===== src/rtl/fsfp_pkg.sv =====
// Package for the format specification parser: payload types, state types, character codes.
package fsfp_pkg;

    // Characters recognised inside a conversion specification
    localparam logic [7:0] CH_DASH  = 8'h2D;
    localparam logic [7:0] CH_ZERO  = 8'h30;
    localparam logic [7:0] CH_NINE  = 8'h39;
    localparam logic [7:0] CH_PLUS  = 8'h2B;
    localparam logic [7:0] CH_HASH  = 8'h23;
    localparam logic [7:0] CH_SPACE = 8'h20;
    localparam logic [7:0] CH_APOS  = 8'h27;
    localparam logic [7:0] CH_STAR  = 8'h2A;
    localparam logic [7:0] CH_DOT   = 8'h2E;
    localparam logic [7:0] CH_LOW_L = 8'h6C;
    localparam logic [7:0] CH_LOW_H = 8'h68;
    localparam logic [7:0] CH_LOW_J = 8'h6A;
    localparam logic [7:0] CH_BIG_L = 8'h4C;

    localparam int FLAG_W = 7;
    localparam int LEN_W  = 6;
    localparam int CNT_W  = 16;

    // Bit positions in format_flags
    localparam int FL_DASH  = 0;
    localparam int FL_ZERO  = 1;
    localparam int FL_PLUS  = 2;
    localparam int FL_HASH  = 3;
    localparam int FL_SPACE = 4;
    localparam int FL_APOS  = 5;
    localparam int FL_STAR  = 6;

    // Bit positions in length_flags
    localparam int LN_L     = 0;
    localparam int LN_LL    = 1;
    localparam int LN_H     = 2;
    localparam int LN_HH    = 3;
    localparam int LN_J     = 4;
    localparam int LN_BIG_L = 5;

    localparam logic [CNT_W-1:0] CNT_MAX = {CNT_W{1'b1}};

    typedef enum logic [2:0] {
        MODE_IDLE      = 3'd0,
        MODE_WIDTH_RUN = 3'd1,
        MODE_PEND_L    = 3'd2,
        MODE_PEND_H    = 3'd3,
        MODE_AFTER_DOT = 3'd4,
        MODE_PREC_RUN  = 3'd5
    } scan_mode_t;

    typedef struct packed {
        logic        [7:0]  character;
        logic signed [31:0] star_value;
    } fsfp_in_t;

    typedef struct packed {
        logic        [7:0]        specifier;
        logic signed [31:0]       field_width;
        logic signed [31:0]       field_precision;
        logic                     precision_given;
        logic        [FLAG_W-1:0] format_flags;
        logic        [LEN_W-1:0]  length_flags;
        logic        [CNT_W-1:0]  consumed;
    } fsfp_out_t;

    typedef struct packed {
        logic [31:0]       width_acc;
        logic [31:0]       precision_acc;
        logic [FLAG_W-1:0] flag_bits;
        logic [LEN_W-1:0]  length_bits;
        logic              dot_seen;
        scan_mode_t        scan_mode;
        logic [CNT_W-1:0]  char_count;
    } fsfp_state_t;

    localparam fsfp_state_t STATE_CLEAR = '{
        width_acc:     32'd0,
        precision_acc: 32'd0,
        flag_bits:     '0,
        length_bits:   '0,
        dot_seen:      1'b0,
        scan_mode:     MODE_IDLE,
        char_count:    '0
    };

    // acc * 10 + digit, as two shifts and adds, wrapping at 32 bits
    function automatic logic [31:0] mul10_add(input logic [31:0] acc, input logic [3:0] dig);
        return (acc << 3) + (acc << 1) + {28'd0, dig};
    endfunction

endpackage


===== src/rtl/fsfp_step.sv =====
// One parsing step: classify a character and work out the next state and any result.
module fsfp_step (
    input  fsfp_pkg::fsfp_state_t st,
    input  fsfp_pkg::fsfp_in_t    item,
    output fsfp_pkg::fsfp_state_t st_next,
    output logic                  emit,
    output fsfp_pkg::fsfp_out_t   result
);
    import fsfp_pkg::*;

    logic [7:0]  c;
    logic        is_dig;
    logic [3:0]  dig;
    logic        taken;
    fsfp_state_t ns;
    logic [31:0] neg_star;

    assign c        = item.character;
    assign is_dig   = (c >= CH_ZERO) && (c <= CH_NINE);
    assign dig      = c[3:0];
    assign neg_star = 32'd0 - item.star_value;

    always_comb begin
        ns     = st;
        taken  = 1'b0;
        emit   = 1'b0;
        result = '0;

        // Finish or continue what the previous character left open
        unique case (st.scan_mode)
            MODE_PEND_L: begin
                ns.scan_mode = MODE_IDLE;
                if (c == CH_LOW_L) begin
                    ns.length_bits[LN_LL] = 1'b1;
                    taken = 1'b1;
                end else begin
                    ns.length_bits[LN_L] = 1'b1;
                end
            end
            MODE_PEND_H: begin
                ns.scan_mode = MODE_IDLE;
                if (c == CH_LOW_H) begin
                    ns.length_bits[LN_HH] = 1'b1;
                    taken = 1'b1;
                end else begin
                    ns.length_bits[LN_H] = 1'b1;
                end
            end
            MODE_WIDTH_RUN: begin
                if (is_dig) begin
                    ns.width_acc = mul10_add(st.width_acc, dig);
                    taken = 1'b1;
                end else begin
                    ns.scan_mode = MODE_IDLE;
                end
            end
            MODE_AFTER_DOT: begin
                ns.scan_mode = MODE_IDLE;
                if (c == CH_STAR) begin
                    ns.precision_acc = item.star_value;
                    if (item.star_value[31]) ns.dot_seen = 1'b0;
                    taken = 1'b1;
                end else if (is_dig) begin
                    ns.precision_acc = mul10_add(st.precision_acc, dig);
                    ns.scan_mode     = MODE_PREC_RUN;
                    taken = 1'b1;
                end else if (st.precision_acc[31]) begin
                    ns.dot_seen = 1'b0;
                end
            end
            MODE_PREC_RUN: begin
                if (is_dig) begin
                    ns.precision_acc = mul10_add(st.precision_acc, dig);
                    taken = 1'b1;
                end else begin
                    ns.scan_mode = MODE_IDLE;
                    if (st.precision_acc[31]) ns.dot_seen = 1'b0;
                end
            end
            default: begin
                ns.scan_mode = MODE_IDLE;
            end
        endcase

        // Idle classification
        if (!taken) begin
            priority if (c == CH_DASH) begin
                ns.flag_bits[FL_DASH] = 1'b1;
                ns.flag_bits[FL_ZERO] = 1'b0;
            end else if (c == CH_ZERO && !ns.flag_bits[FL_DASH]) begin
                ns.flag_bits[FL_ZERO] = 1'b1;
            end else if (c == CH_PLUS) begin
                ns.flag_bits[FL_PLUS] = 1'b1;
            end else if (c == CH_HASH) begin
                ns.flag_bits[FL_HASH] = 1'b1;
            end else if (c == CH_SPACE) begin
                ns.flag_bits[FL_SPACE] = 1'b1;
            end else if (c == CH_APOS) begin
                ns.flag_bits[FL_APOS] = 1'b1;
            end else if (c == CH_LOW_L) begin
                ns.scan_mode = MODE_PEND_L;
            end else if (c == CH_LOW_H) begin
                ns.scan_mode = MODE_PEND_H;
            end else if (c == CH_LOW_J) begin
                ns.length_bits[LN_J] = 1'b1;
            end else if (c == CH_BIG_L) begin
                ns.length_bits[LN_BIG_L] = 1'b1;
            end else if (is_dig) begin
                ns.width_acc = mul10_add(ns.width_acc, dig);
                ns.scan_mode = MODE_WIDTH_RUN;
            end else if (c == CH_STAR) begin
                if (item.star_value[31]) begin
                    ns.width_acc          = neg_star;
                    ns.flag_bits[FL_DASH] = 1'b1;
                    ns.flag_bits[FL_ZERO] = 1'b0;
                end else begin
                    ns.width_acc = item.star_value;
                end
                ns.flag_bits[FL_STAR] = 1'b1;
            end else if (c == CH_DOT) begin
                ns.dot_seen  = 1'b1;
                ns.scan_mode = MODE_AFTER_DOT;
            end else begin
                emit                   = 1'b1;
                result.specifier       = c;
                result.field_width     = ns.width_acc;
                result.field_precision = ns.precision_acc;
                result.precision_given = ns.dot_seen;
                result.format_flags    = ns.flag_bits;
                result.length_flags    = ns.length_bits;
                result.consumed        = ns.char_count;
            end
        end

        if (emit) begin
            st_next = STATE_CLEAR;
        end else begin
            st_next = ns;
            if (ns.char_count != CNT_MAX) st_next.char_count = ns.char_count + 1'b1;
        end
    end

endmodule


===== src/rtl/format_spec_flag_parser.sv =====
// Top level of the format specification parser: request registers, parse state, result register.
//
//  channel  dir  handshake          payload
//  s_       in   s_valid / s_ready  s_item  (character, star_value)
//  m_       out  m_valid / m_ready  m_item  (specifier ... consumed)
//
// One request per cycle sustained, except while a specifier waits on a stalled result.
// A request enters the input register, is parsed by one step of shift-add and compare logic,
// and its result (on the specifier only) lands in the result register that drives m_valid.
// Synchronous active-low reset clears the parse state and both valid flags.
// A stalled result holds the step only when the request in the input register would emit;
// requests that emit nothing keep flowing past a full result register.
module format_spec_flag_parser (
    input  logic                aclk,
    input  logic                aresetn,
    input  logic                s_valid,
    output logic                s_ready,
    input  fsfp_pkg::fsfp_in_t  s_item,
    output logic                m_valid,
    input  logic                m_ready,
    output fsfp_pkg::fsfp_out_t m_item
);
    import fsfp_pkg::*;

    logic        in_valid_reg, in_valid_next;
    fsfp_in_t    in_item_reg;
    fsfp_state_t state_reg, state_next;
    logic        out_valid_reg, out_valid_next;
    fsfp_out_t   out_item_reg;

    fsfp_state_t step_state;
    logic        step_emit;
    fsfp_out_t   step_result;
    logic        out_free;
    logic        advance;

    fsfp_step u_step (
        .st      (state_reg),
        .item    (in_item_reg),
        .st_next (step_state),
        .emit    (step_emit),
        .result  (step_result)
    );

    // Advance the held request unless it emits into a full, stalled result register
    assign out_free = !out_valid_reg || m_ready;
    assign advance  = in_valid_reg && (!step_emit || out_free);
    assign s_ready  = !in_valid_reg || advance;

    assign in_valid_next  = s_ready ? s_valid : in_valid_reg;
    assign state_next     = advance ? step_state : state_reg;
    assign out_valid_next = (advance && step_emit) ? 1'b1 :
                            (m_ready ? 1'b0 : out_valid_reg);

    always_ff @(posedge aclk) begin
        if (!aresetn) begin
            in_valid_reg  <= 1'b0;
            out_valid_reg <= 1'b0;
            state_reg     <= STATE_CLEAR;
        end else begin
            in_valid_reg  <= in_valid_next;
            out_valid_reg <= out_valid_next;
            state_reg     <= state_next;
        end
    end

    // Payload registers: load on acceptance, no reset
    always_ff @(posedge aclk) begin
        if (s_valid && s_ready) in_item_reg <= s_item;
        if (advance && step_emit) out_item_reg <= step_result;
    end

    assign m_valid = out_valid_reg;
    assign m_item  = out_item_reg;

    // A step that emits always leaves a result waiting
    a_emit_shows: assert property (@(posedge aclk) disable iff (!aresetn)
        advance && step_emit |=> out_valid_reg)
        else $error("emitted result not presented");

    // A specifier leaves the parse state cleared
    a_emit_clears: assert property (@(posedge aclk) disable iff (!aresetn)
        advance && step_emit |=> state_reg == STATE_CLEAR)
        else $error("state not cleared after specifier");

    // Parse state moves only when a request is stepped
    a_state_holds: assert property (@(posedge aclk) disable iff (!aresetn)
        !advance |=> $stable(state_reg))
        else $error("state changed without a step");

    // An empty input register always takes a request
    a_ready_empty: assert property (@(posedge aclk) disable iff (!aresetn)
        !in_valid_reg |-> s_ready)
        else $error("input register empty but not ready");

endmodule


===== config.mk =====
export PLATFORM = sky130hd
export DESIGN_NAME = format_spec_flag_parser
export DESIGN_NICKNAME = d
export VERILOG_FILES = /design/src/rtl/fsfp_pkg.sv /design/src/rtl/fsfp_step.sv /design/src/rtl/format_spec_flag_parser.sv
export SDC_FILE = /design/constraint.sdc
export NUM_CORES = 1
export LEC_CHECK = 0
export BUFFER_PORTS_ARGS = -buffer_cell sky130_fd_sc_hd__buf_4
export CORE_MARGIN = 2
export CORE_UTILIZATION = 50
export DETAILED_ROUTE_END_ITERATION = 10
export GPL_TIMING_DRIVEN = 0
export PLACE_DENSITY = 0.69
export RECOVER_POWER = 50
export SLEW_MARGIN = 20
export SYNTH_ARGS = -nofsm -noshare
export SYNTH_HDL_FRONTEND = slang
export SYNTH_SLANG_ARGS = --single-unit
export TNS_END_PERCENT = 10

===== constraint.sdc =====
create_clock -name aclk -period 21 [get_ports aclk]
set_clock_uncertainty 0.1 [all_clocks]
set_input_delay 4.2 -clock aclk [delete_from_list [all_inputs] [get_ports aclk]]
set_output_delay 4.2 -clock aclk [all_outputs]
set_load 0.005 [all_outputs]

Word-level counts from Yosys, hierarchy flattened --
Cells that the tools add are included.
Word-level totals: bits in registers 241, input bits 44, output and inout port bits 104, logic and storage cells 232
Operators by class: add/subtract/negate cells 8, order comparisons 2, equality and inequality tests 49, multiplexer cells 110, reduce and logical (&&, ||, !) cells 37
Operators with widths (number):
- 32-bit two-way mux | 18
- 97-bit two-way mux | 1
- 32-bit adder | 3
- 32-bit by 4-bit adder with 32-bit output | 3
- 4-bit two-way mux | 20
- 8-bit by 6-bit equality test with 1-bit output (second input constant) | 8
- 32-bit case mux with 2 select lines | 1
- 1-bit two-way mux | 45
- 8-bit by 7-bit equality test with 1-bit output (second input constant) | 4
- 4-bit by 2-bit != test with 1-bit output (second input constant) | 8
- 1-bit by 32-bit subtractor with 32-bit output (first input constant) | 1
- 14-bit AND reduction | 2
- 3-bit two-way mux | 9
- 3-bit by 2-bit != test with 1-bit output (second input constant) | 9
- 2-bit != test (second input constant) | 12
- 2-bit two-way mux | 9
- 2-bit nonzero test | 9
- 16-bit by 1-bit adder with 16-bit output (second input constant) | 1
- 16-bit two-way mux | 1
- 16-bit != test (second input constant) | 1
- 14-bit OR reduction | 1
- 13-bit AND reduction | 1
- 12-bit AND reduction | 1
- 11-bit AND reduction | 1
- other kinds (23) | 37

Logic depth before layout (Yosys ltp) --
Gate-level depths: netlist of run 1.
depth in word-level cells 20, mapped depth 28

Modules after synthesis --
A second synthesis of run 1 with hierarchy kept.
Second synthesis, totals: cells, all modules 1933, area total of the unflattened synthesis 17496.8 µm²
Modules (own cells, without submodules):
- fsfp_step | instances 1, cells each 1359, area an instance 9300.2 µm², sequential area each 0.0 µm²
- format_spec_flag_parser | instances 1, cells each 574, area an instance 8196.6 µm², sequential area each 6246.0 µm²

Least setup slack after synthesis of run 1 --
OpenSTA, ideal clock, no wires.
path kind input to register, from input m_ready, to register out_item_reg, in the netlist m_item[0], enable pin, arrival time 9.095 ns, required time 20.335 ns, slack 11.240 ns, stages 4, buffers on the path 0, cells stage by stage and2b_1 -> a21boi_4 -> nand2_1 -> nor2_1
Between the ends: cells in the longest elaborated chain, start to end 4
RTL lines:
- from (decl) | line format_spec_flag_parser.sv:20 | input logic m_ready,
- 1-bit logical OR | line format_spec_flag_parser.sv:46 | assign out_free = !out_valid_reg || m_ready;
- 1-bit logical OR | line format_spec_flag_parser.sv:47 | assign advance = in_valid_reg && (!step_emit || out_free);
- 1-bit logical AND | line format_spec_flag_parser.sv:47
- 1-bit logical AND | line format_spec_flag_parser.sv:70 | if (advance && step_emit) out_item_reg <= step_result;
- to (signal assigned) | line format_spec_flag_parser.sv:70
- to (decl) | line format_spec_flag_parser.sv:29 | fsfp_out_t out_item_reg;
Every way passes these cells. A chain may end at the register's enable or synchronous reset.

Worst setup path in the final report of run 1 --
from input m_ready, to output s_ready
Between the ends: cells in the longest elaborated chain, start to end 4
RTL lines:
- 1-bit logical OR | line format_spec_flag_parser.sv:46
- 1-bit logical OR | line format_spec_flag_parser.sv:47
- 1-bit logical AND | line format_spec_flag_parser.sv:47
- 1-bit logical OR | line format_spec_flag_parser.sv:48 | assign s_ready = !in_valid_reg || advance;
- to (decl) | line format_spec_flag_parser.sv:17 | output logic s_ready,
Every way passes these cells.

==> impl_metrics.yaml, run 1 <==
sta:
  setup_violations: 0
  rsz0062_at_grt: "false"
  slew_headroom_pct: -12.25
  post-route-period-util_pct: 44.09
  fmax_ghz: 0.1080
  finalCriticalPeriod_ns: 9.258
  hold_viol: 0
  tightest_slew_ns: 1.669
  drv_slew: 19
  finalWorstSetupSlack_ns: 11.74
  hold_ws_ns: 0.3656
  setup_tns_ns: 0
critical_path:
  critPathRequiredTime_ns: 16.70
  rrSetupSlack_ns: 13.82
  crit_path_start_kind: "input pin"
  critPathKind: "in2out"
  critPathArrivalTime_ns: 4.96
  path_max_fanout: 5
  endpoint_kind: "output port"
pwr:
  power_density_mw_per_mm2: 57.12
  vdd_drop_max_mv: 0.05255
  p_leak_uw: 0.008281
  total_power_uw: 1086
clocking:
  post-cts-setup-buffer-count: 0
  cts_root_buf: "clkbuf_16"
  clk_pin_slew_worst_paths_ns: 0.06
  htreeDepth: 1
  cts_tree: "done"
  worstSkewPairLatency_ns: 0.55
  cts_resized: 0
  numCtsBuffers: 27
  clock_path_buffers: 3
  clock_sinks: 241
  cts.hold.buffers_added: 0
logic_synthesis:
  syn-num-nets: 2013
  ys_ff_latch: 241
  netlist_instances: 1787
  postSynthAreaPerCell_um2: 9.172
  ys.flop_type: "edfxtp_1"
  synth_top_area_share_pct: 26.02
  synth_edf_count: 142
  ys_async_sr_fraction_pct: 0
  yosys.cell_types.count: 84
  yosysWarnings: 0
  synth_area_leaders: "edfxtp_1 (26%), ha_1 (13%), dfxtp_1 (12%)"
  synth_area_mm2: 0.01639
  yosysSeqAreaShare_pct: 38.11
  synth_top_cell_by_area: "edfxtp_1"
place:
  gp_congestion: 0.9545
  postPlaceCellArea_mm2: 0.01821
  dp_hpwl_um: 38570
  dp_slack_ns: 11.63
  io_buffers: 147
final_layout:
  drive_gt1_share_pct: 11.21
  final_area_mm2: 0.01902
  n_antenna_cell: 0
  largest_register_ffs: 102
  nets: 2195
  syn_to_final_growth_pct: 16.02
flow_run:
  cap_violations: 2
worst_hold_path:
  hold_class: "reg2reg"
floorplan:
  start_util_pct: 50.63
  die_w_um: 185.1
  dieArea_mm2: 0.03425
  die_h_um: 185.1
  io-pin-count: 148
  core_mm2: 0.03237
  rows: 66
route:
  viasPerCell: 5.991
  antenna_left: 0
  routed_wl_um: 49810
  routedWlPerCell_um: 20.48
  drt_pre_antenna_iters: 5
  drc_errors: 0
  drtIter0Drc: 1392
  vias: 14570
outcome:
  violations: "capacitance limit, slew limit"
  status: "complete, but fails checks"
global_route:
  grt_start_max_net_pins: 32
  first_global_vias: 14070
  antenna_found_initial: 0
  grt.overflow.total: 0
  globalRouteTotalUtil_pct: 28.88
  grt_pass1_wl_um: 77000
## cells by family (layout without fill, tap and decap cells)
group	count (synthesis)	count (layout)	synth area share [%]
mux	14	14	0.8626
xor+xnor	108	108	5.771
simple gates	580	580	17.23
compound gates	531	531	20.65
buf+inv	131	334	3.214
fa+ha+maj	182	182	14.17
flops	241	241	38.11
## final timing paths
path | from | end | cells after the start
setup / recovery | m_ready | s_ready | 4
hold reg to reg | state_reg[94] | state_reg[94] | 2
hold / removal | state_reg[94] | state_reg[94] | 2
setup reg to reg | in_item_reg[35] | state_reg[96] | 21
## stage by stage
step | util, % | instances
after floorplan | - | 1787
after global placement | 55.75 | 2376
after detailed placement | 56.26 | 2382
after CTS | 59.08 | 2432
after global routing | 58.75 | 2432
final | 58.75 | 2432
## worst max-delay path: stages
cell and delay [ns]:
clkbuf_4 0.10, and2b_1 0.29, nand3_1 0.17, buf_4 0.19
## report_power, final
group / internal, µW / total (µW) / leakage, µW / switching [µW]
Combinational: 28.0 / 73.0 / 0.00566 / 45.0
Clock: 289 / 487 / 0.000441 / 198
Sequential: 515 / 526 / 0.00218 / 11.8
Total: 832 / 1090 / 0.00828 / 255
## Yosys cell counts (5+ instances only)
cell type,instances
a22o_1,6
nand3_1,24
or4_1,5
nand2b_1,22
edfxtp_1,142
a21oi_1,142
buf_1,12
o21a_1,13
nor4_1,6
nand4_1,18
a21boi_0,10
inv_1,51
fa_1,6
nor2_1,166
and2_1,61
o22ai_1,22
nand2_1,160
o31ai_1,23
and3_1,13
clkbuf_1,61
mux2i_1,13
ha_1,176
a22oi_1,24
dfxtp_1,99
xnor2_1,61
a21o_1,37
nor2b_1,39
o211ai_1,10
xor2_1,47
a31oi_1,22
a211oi_1,10
o41ai_1,5
a221oi_1,26
o221ai_1,5
nor3_1,26
o21ai_0,128
or3_1,12
or2_2,5
## layout by cell type, fill, tap and decap left out, types with 10 or more instances in the layout
| cell | count |
|---|---|
| nor2b_1 | 39 |
| nand2_1 | 160 |
| nor2_1 | 165 |
| a21o_1 | 37 |
| a21oi_1 | 142 |
| dfxtp_1 | 99 |
| mux2i_1 | 13 |
| o21a_1 | 13 |
| xor2_1 | 47 |
| or3_1 | 12 |
| clkbuf_4 | 93 |
| a211oi_1 | 10 |
| o22ai_1 | 22 |
| edfxtp_1 | 142 |
| o211ai_1 | 10 |
| buf_4 | 52 |
| xnor2_1 | 61 |
| a22oi_1 | 24 |
| a221oi_1 | 27 |
| nand3_1 | 24 |
| o31ai_1 | 23 |
| o21ai_0 | 130 |
| and2_1 | 28 |
| ha_1 | 176 |
| clkbuf_16 | 27 |
| nor3_1 | 26 |
| a21boi_0 | 11 |
| inv_1 | 51 |
| a31oi_1 | 22 |
| nand4_1 | 18 |
| and2_0 | 33 |
| clkbuf_1 | 79 |
| nand2b_1 | 22 |
| and3_1 | 13 |
## area by class of cell
cell class	count	area (µm²)
multi-input cells	1415	9608
clock inverters	19	210.2
flip-flops and latches	241	6246
clock buffers	31	700.7
repair buffers	153	1187
plain buffers	80	320.3
well taps	442	553.0
inverters	51	191.4
fillers	2910	13350
## routing by layer
| layer | vias up | share of wire, % | routed length (µm) | global-route usage [%] |
|---|---|---|---|---|
| met3 | 103 | 7.5 | 3713 | 4.031 |
| met4 | 0 | 3.6 | 1769 | 9.905 |
| met5 | - | 0 | 0 | 0 |
| met2 | 624 | 45 | 22530 | 46.73 |
| li1 | 6964 | - | - | - |
| met1 | 6880 | 44 | 21800 | 39.70 |
Note: power is estimated with default switching activity, not from simulation.
==> run 2: changes to the inputs <==
Settings changed: ABC_AREA set to 1, PLACE_DENSITY 0.69 to 0.68.
Clock period 21 ns to 8.8 ns, I/O delays scaled along.
==> impl_metrics.yaml, run 2 <==
logic_synthesis:
  synth_area_mm2: 0.01815
  synth-simple-area-share_pct: 24.70
  synth_top_area_share_pct: 23.50
  synth_edf_count: 142
  ys_async_sr_fraction_pct: 0
  synth_top_cell_by_area: "edfxtp_1"
  synth-adder-area-share_pct: 12.80
  synth-compound-area-share_pct: 17.02
  yosys.cell_types.count: 53
  ys.flop_type: "edfxtp_1"
  synth_top_family_by_area: "simple AND/OR/NAND/NOR gates"
  synth-xor-area-share_pct: 3.089
  yosysWarnings: 0
  syn-num-nets: 2694
  postSynthAreaPerCell_um2: 7.353
  ys_ff_latch: 241
  synth_area_leaders: "edfxtp_1 (23%), ha_1 (12%), nand2_1 (12%)"
  yosysSeqAreaShare_pct: 34.42
  synth_common_cells: "nand2_1 (574), inv_1 (282), nor2_1 (252)"
  synthMuxAreaShare_pct: 0
  netlist_instances: 2468
  synth.most_common_cell: "nand2_1"
clocking:
  clock_path_buffers: 3
  clk_pin_slew_worst_paths_ns: 0.06
  cts.hold.buffers_added: 0
  numCtsBuffers: 28
  cts_root_buf: "clkbuf_16"
  worstSkewPairLatency_ns: 0.57
  cts_tree: "done"
  clock_sinks: 241
  cts_resized: 0
  post-cts-setup-buffer-count: 0
  htreeDepth: 1
global_route:
  grt_pass1_wl_um: 96590
  grt_use_met1_pct: 41.92
  globalRouteTotalUtil_pct: 32.59
  antenna_found_initial: 0
  grt.overflow.total: 0
  grt.busiest_layer: "met2"
  first_global_vias: 17400
  grt_start_max_net_pins: 53
  grtUsageMet3_pct: 3.401
  grt_use_met2_pct: 55.30
final_layout:
  drive_gt1_share_pct: 10.19
  final_util_pct: 58.20
  final_area_mm2: 0.02075
  n_antenna_cell: 0
  syn_to_final_growth_pct: 14.35
  nets: 2873
  stdcell_count: 3130
  final_common_cell: "nand2_1"
  final_cell_mix: "nand2_1 (575), inv_1 (285), nor2_1 (253)"
  largest_register_ffs: 102
place:
  io_buffers: 147
  dp_hpwl_um: 50100
  gp_congestion: 0.9725
  postPlaceCellArea_mm2: 0.01988
  numPlacedInstances: 3078
critical_path:
  rrSetupSlack_ns: 2.22
  crit_path_end: "state_reg[93]"
  r2r_start: "in_item_reg[35]"
  rr_worst_depth: 28
  slowest_stage: "edfxtp_1"
  critPathKind: "reg2reg"
  critPathRequiredTime_ns: 9.20
  path_max_fanout: 10
  cpPeakStageDelay_ns: 0.79
  crit_path_start_kind: "flip-flop"
  endpoint_kind: "flip-flop"
  crit_top_cell: "inv_1"
  regToRegEndpoint: "state_reg[93]"
  critPathArrivalTime_ns: 6.98
  critPathLaunch: "in_item_reg[35]"
pwr:
  total_power_uw: 2668
  p_leak_uw: 0.009690
  power_density_mw_per_mm2: 128.5
  vdd_drop_max_mv: 0.1474
route:
  vias: 17820
  drtIter0Drc: 1427
  routedWlPerCell_um: 19.97
  drc_errors: 0
  viasPerCell: 5.694
  routed_wl_um: 62520
  drt_pre_antenna_iters: 6
  antenna_left: 0
sta:
  setup_tns_ns: 0
  post-route-period-util_pct: 74.81
  setup_violations: 0
  drv_slew: 31
  finalCriticalPeriod_ns: 6.583
  tightest_slew_ns: 1.986
  slew_headroom_pct: -32.39
  fmax_ghz: 0.1519
  hold_viol: 0
  rsz0062_at_grt: "false"
floorplan:
  core_mm2: 0.03566
  io-pin-count: 148
  rows: 69
  dieArea_mm2: 0.03783
  start_util_pct: 50.90
  die_w_um: 194.5
  die_h_um: 194.5
outcome:
  status: "complete, but fails checks"
  violations: "capacitance limit, slew limit"
flow_run:
  cap_violations: 1
worst_hold_path:
  hold_class: "reg2reg"
run 2: cell count changes in the layout (fill, tap and decap cells not counted), sizes merged, moves of 39 or more:
cell | before | now
and2 | 64 | 3
nand2 | 161 | 578
nor2 | 166 | 258
inv | 52 | 298
xnor2 | 61 | 19
nand3 | 24 | 117
a21oi | 143 | 237
nor2b | 39 | 0
run 2: worst min path at each step:
| stage | from | to | slack, ns | depth (start not counted) |
|---|---|---|---|---|
| after CTS | state_reg[20] | state_reg[20] | 0.35 | 2 |
| final | state_reg[20] | state_reg[20] | 0.35 | 2 |
| after global routing | state_reg[20] | state_reg[20] | 0.38 | 2 |
| after floorplan | state_reg[20] | state_reg[20] | 0.33 | 2 |
| after detailed placement | state_reg[20] | state_reg[20] | 0.34 | 2 |
| after global placement | state_reg[20] | state_reg[20] | 0.34 | 2 |
run 2: cell type report:
class / instances / area [µm²]
fill: 3455 / 14900
tap: 461 / 576.8
inverter: 295 / 1112
timing repair buffer: 149 / 1097
buffer: 76 / 326.6
clock inverter: 16 / 167.7
multi-input combinational: 1856 / 10430
clock buffer: 36 / 792.0
sequential: 241 / 6246
run 2: per-stage QoR:
stage / worst slack [ns] / hold WS (ns)
after floorplan: 4.042 / 0.3298
after global placement: 2.651 / 0.3362
after detailed placement: 2.671 / 0.3394
after CTS: 2.617 / 0.3491
after global routing: 1.684 / 0.3785
final: 2.217 / 0.3484
run 2: critical path, delay by kind of cell, from the launching register on:
kind | cells | cell delay (ns)
AO/OA/AOI/OAI | 7 | 1.91
AND/OR/NAND/NOR | 12 | 1.54
buffers and inverters | 7 | 1.17
adder cells (fa/ha/maj) | 2 | 0.98
flip-flops | 1 | 0.79
run 2: cell families (layout without fill, tap and decap cells):
family | Yosys count | after routing
AND/OR/NAND/NOR | 1072 | 1072
flip-flops | 241 | 241
XOR/XNOR | 64 | 64
adder cells (fa/ha/maj) | 182 | 182
AO/OA/AOI/OAI | 538 | 538
buffers and inverters | 371 | 572
run 2: power by group:
part           total [µW]  switching [µW]  internal (µW)
Sequential           1260            26.7           1230
Combinational         196             131           64.5
Clock                1210             511            702
run 2: metal layers:
metal  vias up  share of wire, %
li1       8716                 -
met1      8319                43
met2       651                46
met3       136               5.7
met4         0               5.0
met5         -                 0
==> run 3: changes to the inputs <==
Settings changed: ABC_AREA 1 to 0, PLACE_DENSITY 0.68 to 0.72.
Clock period 8.8 ns to 6.05 ns, I/O delays scaled along.
==> impl_metrics.yaml, run 3 (synthesis gave the netlist of run 1 again) <==
outcome:
  status: "complete, but fails checks"
  violations: "capacitance limit, slew limit"
sta:
  post-route-period-util_pct: 98.57
  setup_tns_ns: 0
  finalCriticalPeriod_ns: 5.963
  rsz0062_at_grt: "true"
  hold_viol: 0
  slew_headroom_pct: -24.49
  fmax_ghz: 0.1677
  drv_slew: 26
  tightest_slew_ns: 1.861
  setup_violations: 0
  hold_ws_ns: 0.3555
global_route:
  grt_start_max_net_pins: 28
  antenna_found_initial: 0
  grt.overflow.total: 0
  first_global_vias: 14300
  globalRouteTotalUtil_pct: 30.42
  grt_pass1_wl_um: 80500
final_layout:
  final_cell_mix: "ha_1 (167), nor2_1 (165), nand2_1 (160)"
  regArea_mm2: 0.006246
  final_common_cell: "ha_1"
  final_area_mm2: 0.01956
  n_antenna_cell: 0
  multi_input_area_mm2: 0.009966
  nFillCells: 2902
  nets: 2218
  largest_register_ffs: 102
  drive_gt1_share_pct: 15.15
  syn_to_final_growth_pct: 19.36
  final_util_pct: 60.44
critical_path:
  critPathArrivalTime_ns: 6.11
  crit_path_start_kind: "flip-flop"
  endpoint_kind: "flip-flop"
  path_cells: "clkbuf_1, nor2b_1, nand4_1, o41ai_1, a221oi_1, and3_1, clkbuf_1, a21boi_0, nand2_1, nor2_1, buf_16, buf_12"
  critPathKind: "reg2reg"
  critPathRequiredTime_ns: 6.20
  path_max_fanout: 26
  cpPeakStageDelay_ns: 1.46
  slowest_stage: "nor2_1"
  crit_top_cell: "clkbuf_1"
clocking:
  cts_tree: "done"
  numCtsBuffers: 27
  htreeDepth: 1
  clock_sinks: 241
  cts_root_buf: "clkbuf_16"
  cts.hold.buffers_added: 0
  clk_pin_slew_worst_paths_ns: 0.06
  clock_path_buffers: 3
  worstSkewPairLatency_ns: 0.56
route:
  vias: 14920
  drc_errors: 0
  routedWlPerCell_um: 21.41
  drtIter0Drc: 1658
  routed_wl_um: 52550
  antenna_left: 0
  viasPerCell: 6.076
  drt_pre_antenna_iters: 6
floorplan:
  dieArea_mm2: 0.03425
  die_w_um: 185.1
  core_mm2: 0.03237
  die_h_um: 185.1
  io-pin-count: 148
  rows: 66
  start_util_pct: 50.63
flow_run:
  cap_violations: 2
place:
  postPlaceCellArea_mm2: 0.01823
  dp_hpwl_um: 39810
  gp_congestion: 0.9559
  io_buffers: 147
pwr:
  vdd_drop_max_mv: 0.2127
  p_leak_uw: 0.008372
  power_density_mw_per_mm2: 189.5
worst_hold_path:
  hold_class: "reg2reg"
[run 3: final cells by class]
cell class / instances / share of cell area, %
multi-input cells: 1415 / 50.94
flip-flops and latches: 241 / 31.93
clock buffers: 38 / 3.869
plain buffers: 78 / 1.708
well taps: 442 / 2.827
clock inverters: 12 / 0.5372
repair buffers: 178 / 7.214
inverters: 51 / 0.9785
[run 3: routing by layer]
layer | vias to the layer above | GRT usage (%) | wire [µm]
li1 | 7034 | - | -
met1 | 7050 | 41.92 | 23030
met2 | 686 | 48.31 | 23290
met4 | 0 | 11.21 | 2101
met5 | - | 0 | 0
met3 | 146 | 4.817 | 4136
[run 3: worst paths after layout]
path              startpoint       endpoint  slack [ns]  cells past startpoint
max reg2reg  in_item_reg[35]     m_item[52]        0.09                     12
max          in_item_reg[35]     m_item[52]        0.09                     12
min            state_reg[94]  state_reg[94]        0.36                      2
min reg2reg    state_reg[94]  state_reg[94]        0.36                      2
[run 3: worst max-delay path: cells and delay by family (launching register included)]
kind,cells,cell delay [ns]
AOI/OAI and AO/OA,3,1.23
DFF,1,0.47
buffers and inverters,4,1.15
and+or+nand+nor,5,2.64
[run 3: stage by stage]
| stage | power, µW | std cells | setup WS (ns) |
|---|---|---|---|
| floorplan | 1971 | 1787 | 0.2874 |
| global placement | 2110 | 2376 | -0.9910 |
| detailed placement | 2124 | 2382 | -1.012 |
| CTS | 3728 | 2443 | -0.001312 |
| global route | 3809 | 2455 | -0.1585 |
| finish | 3708 | 2455 | 0.08654 |
[run 3: timing repair]
action / 4_1_cts / 5_1_grt
buffers inserted: 13 / 12
gates resized for setup: 47 / 46
pin swaps: 7 / 17
setup endpoints to repair: 18 / 17
[run 3: power by group]
| group | switching (µW) | internal (µW) | leakage, µW | total (µW) |
|---|---|---|---|---|
| combinational | 160 | 103 | 0.00578 | 262 |
| sequential | 40.5 | 1790 | 0.00218 | 1830 |
| clock | 701 | 918 | 0.000408 | 1620 |
| total | 902 | 2810 | 0.00837 | 3710 |
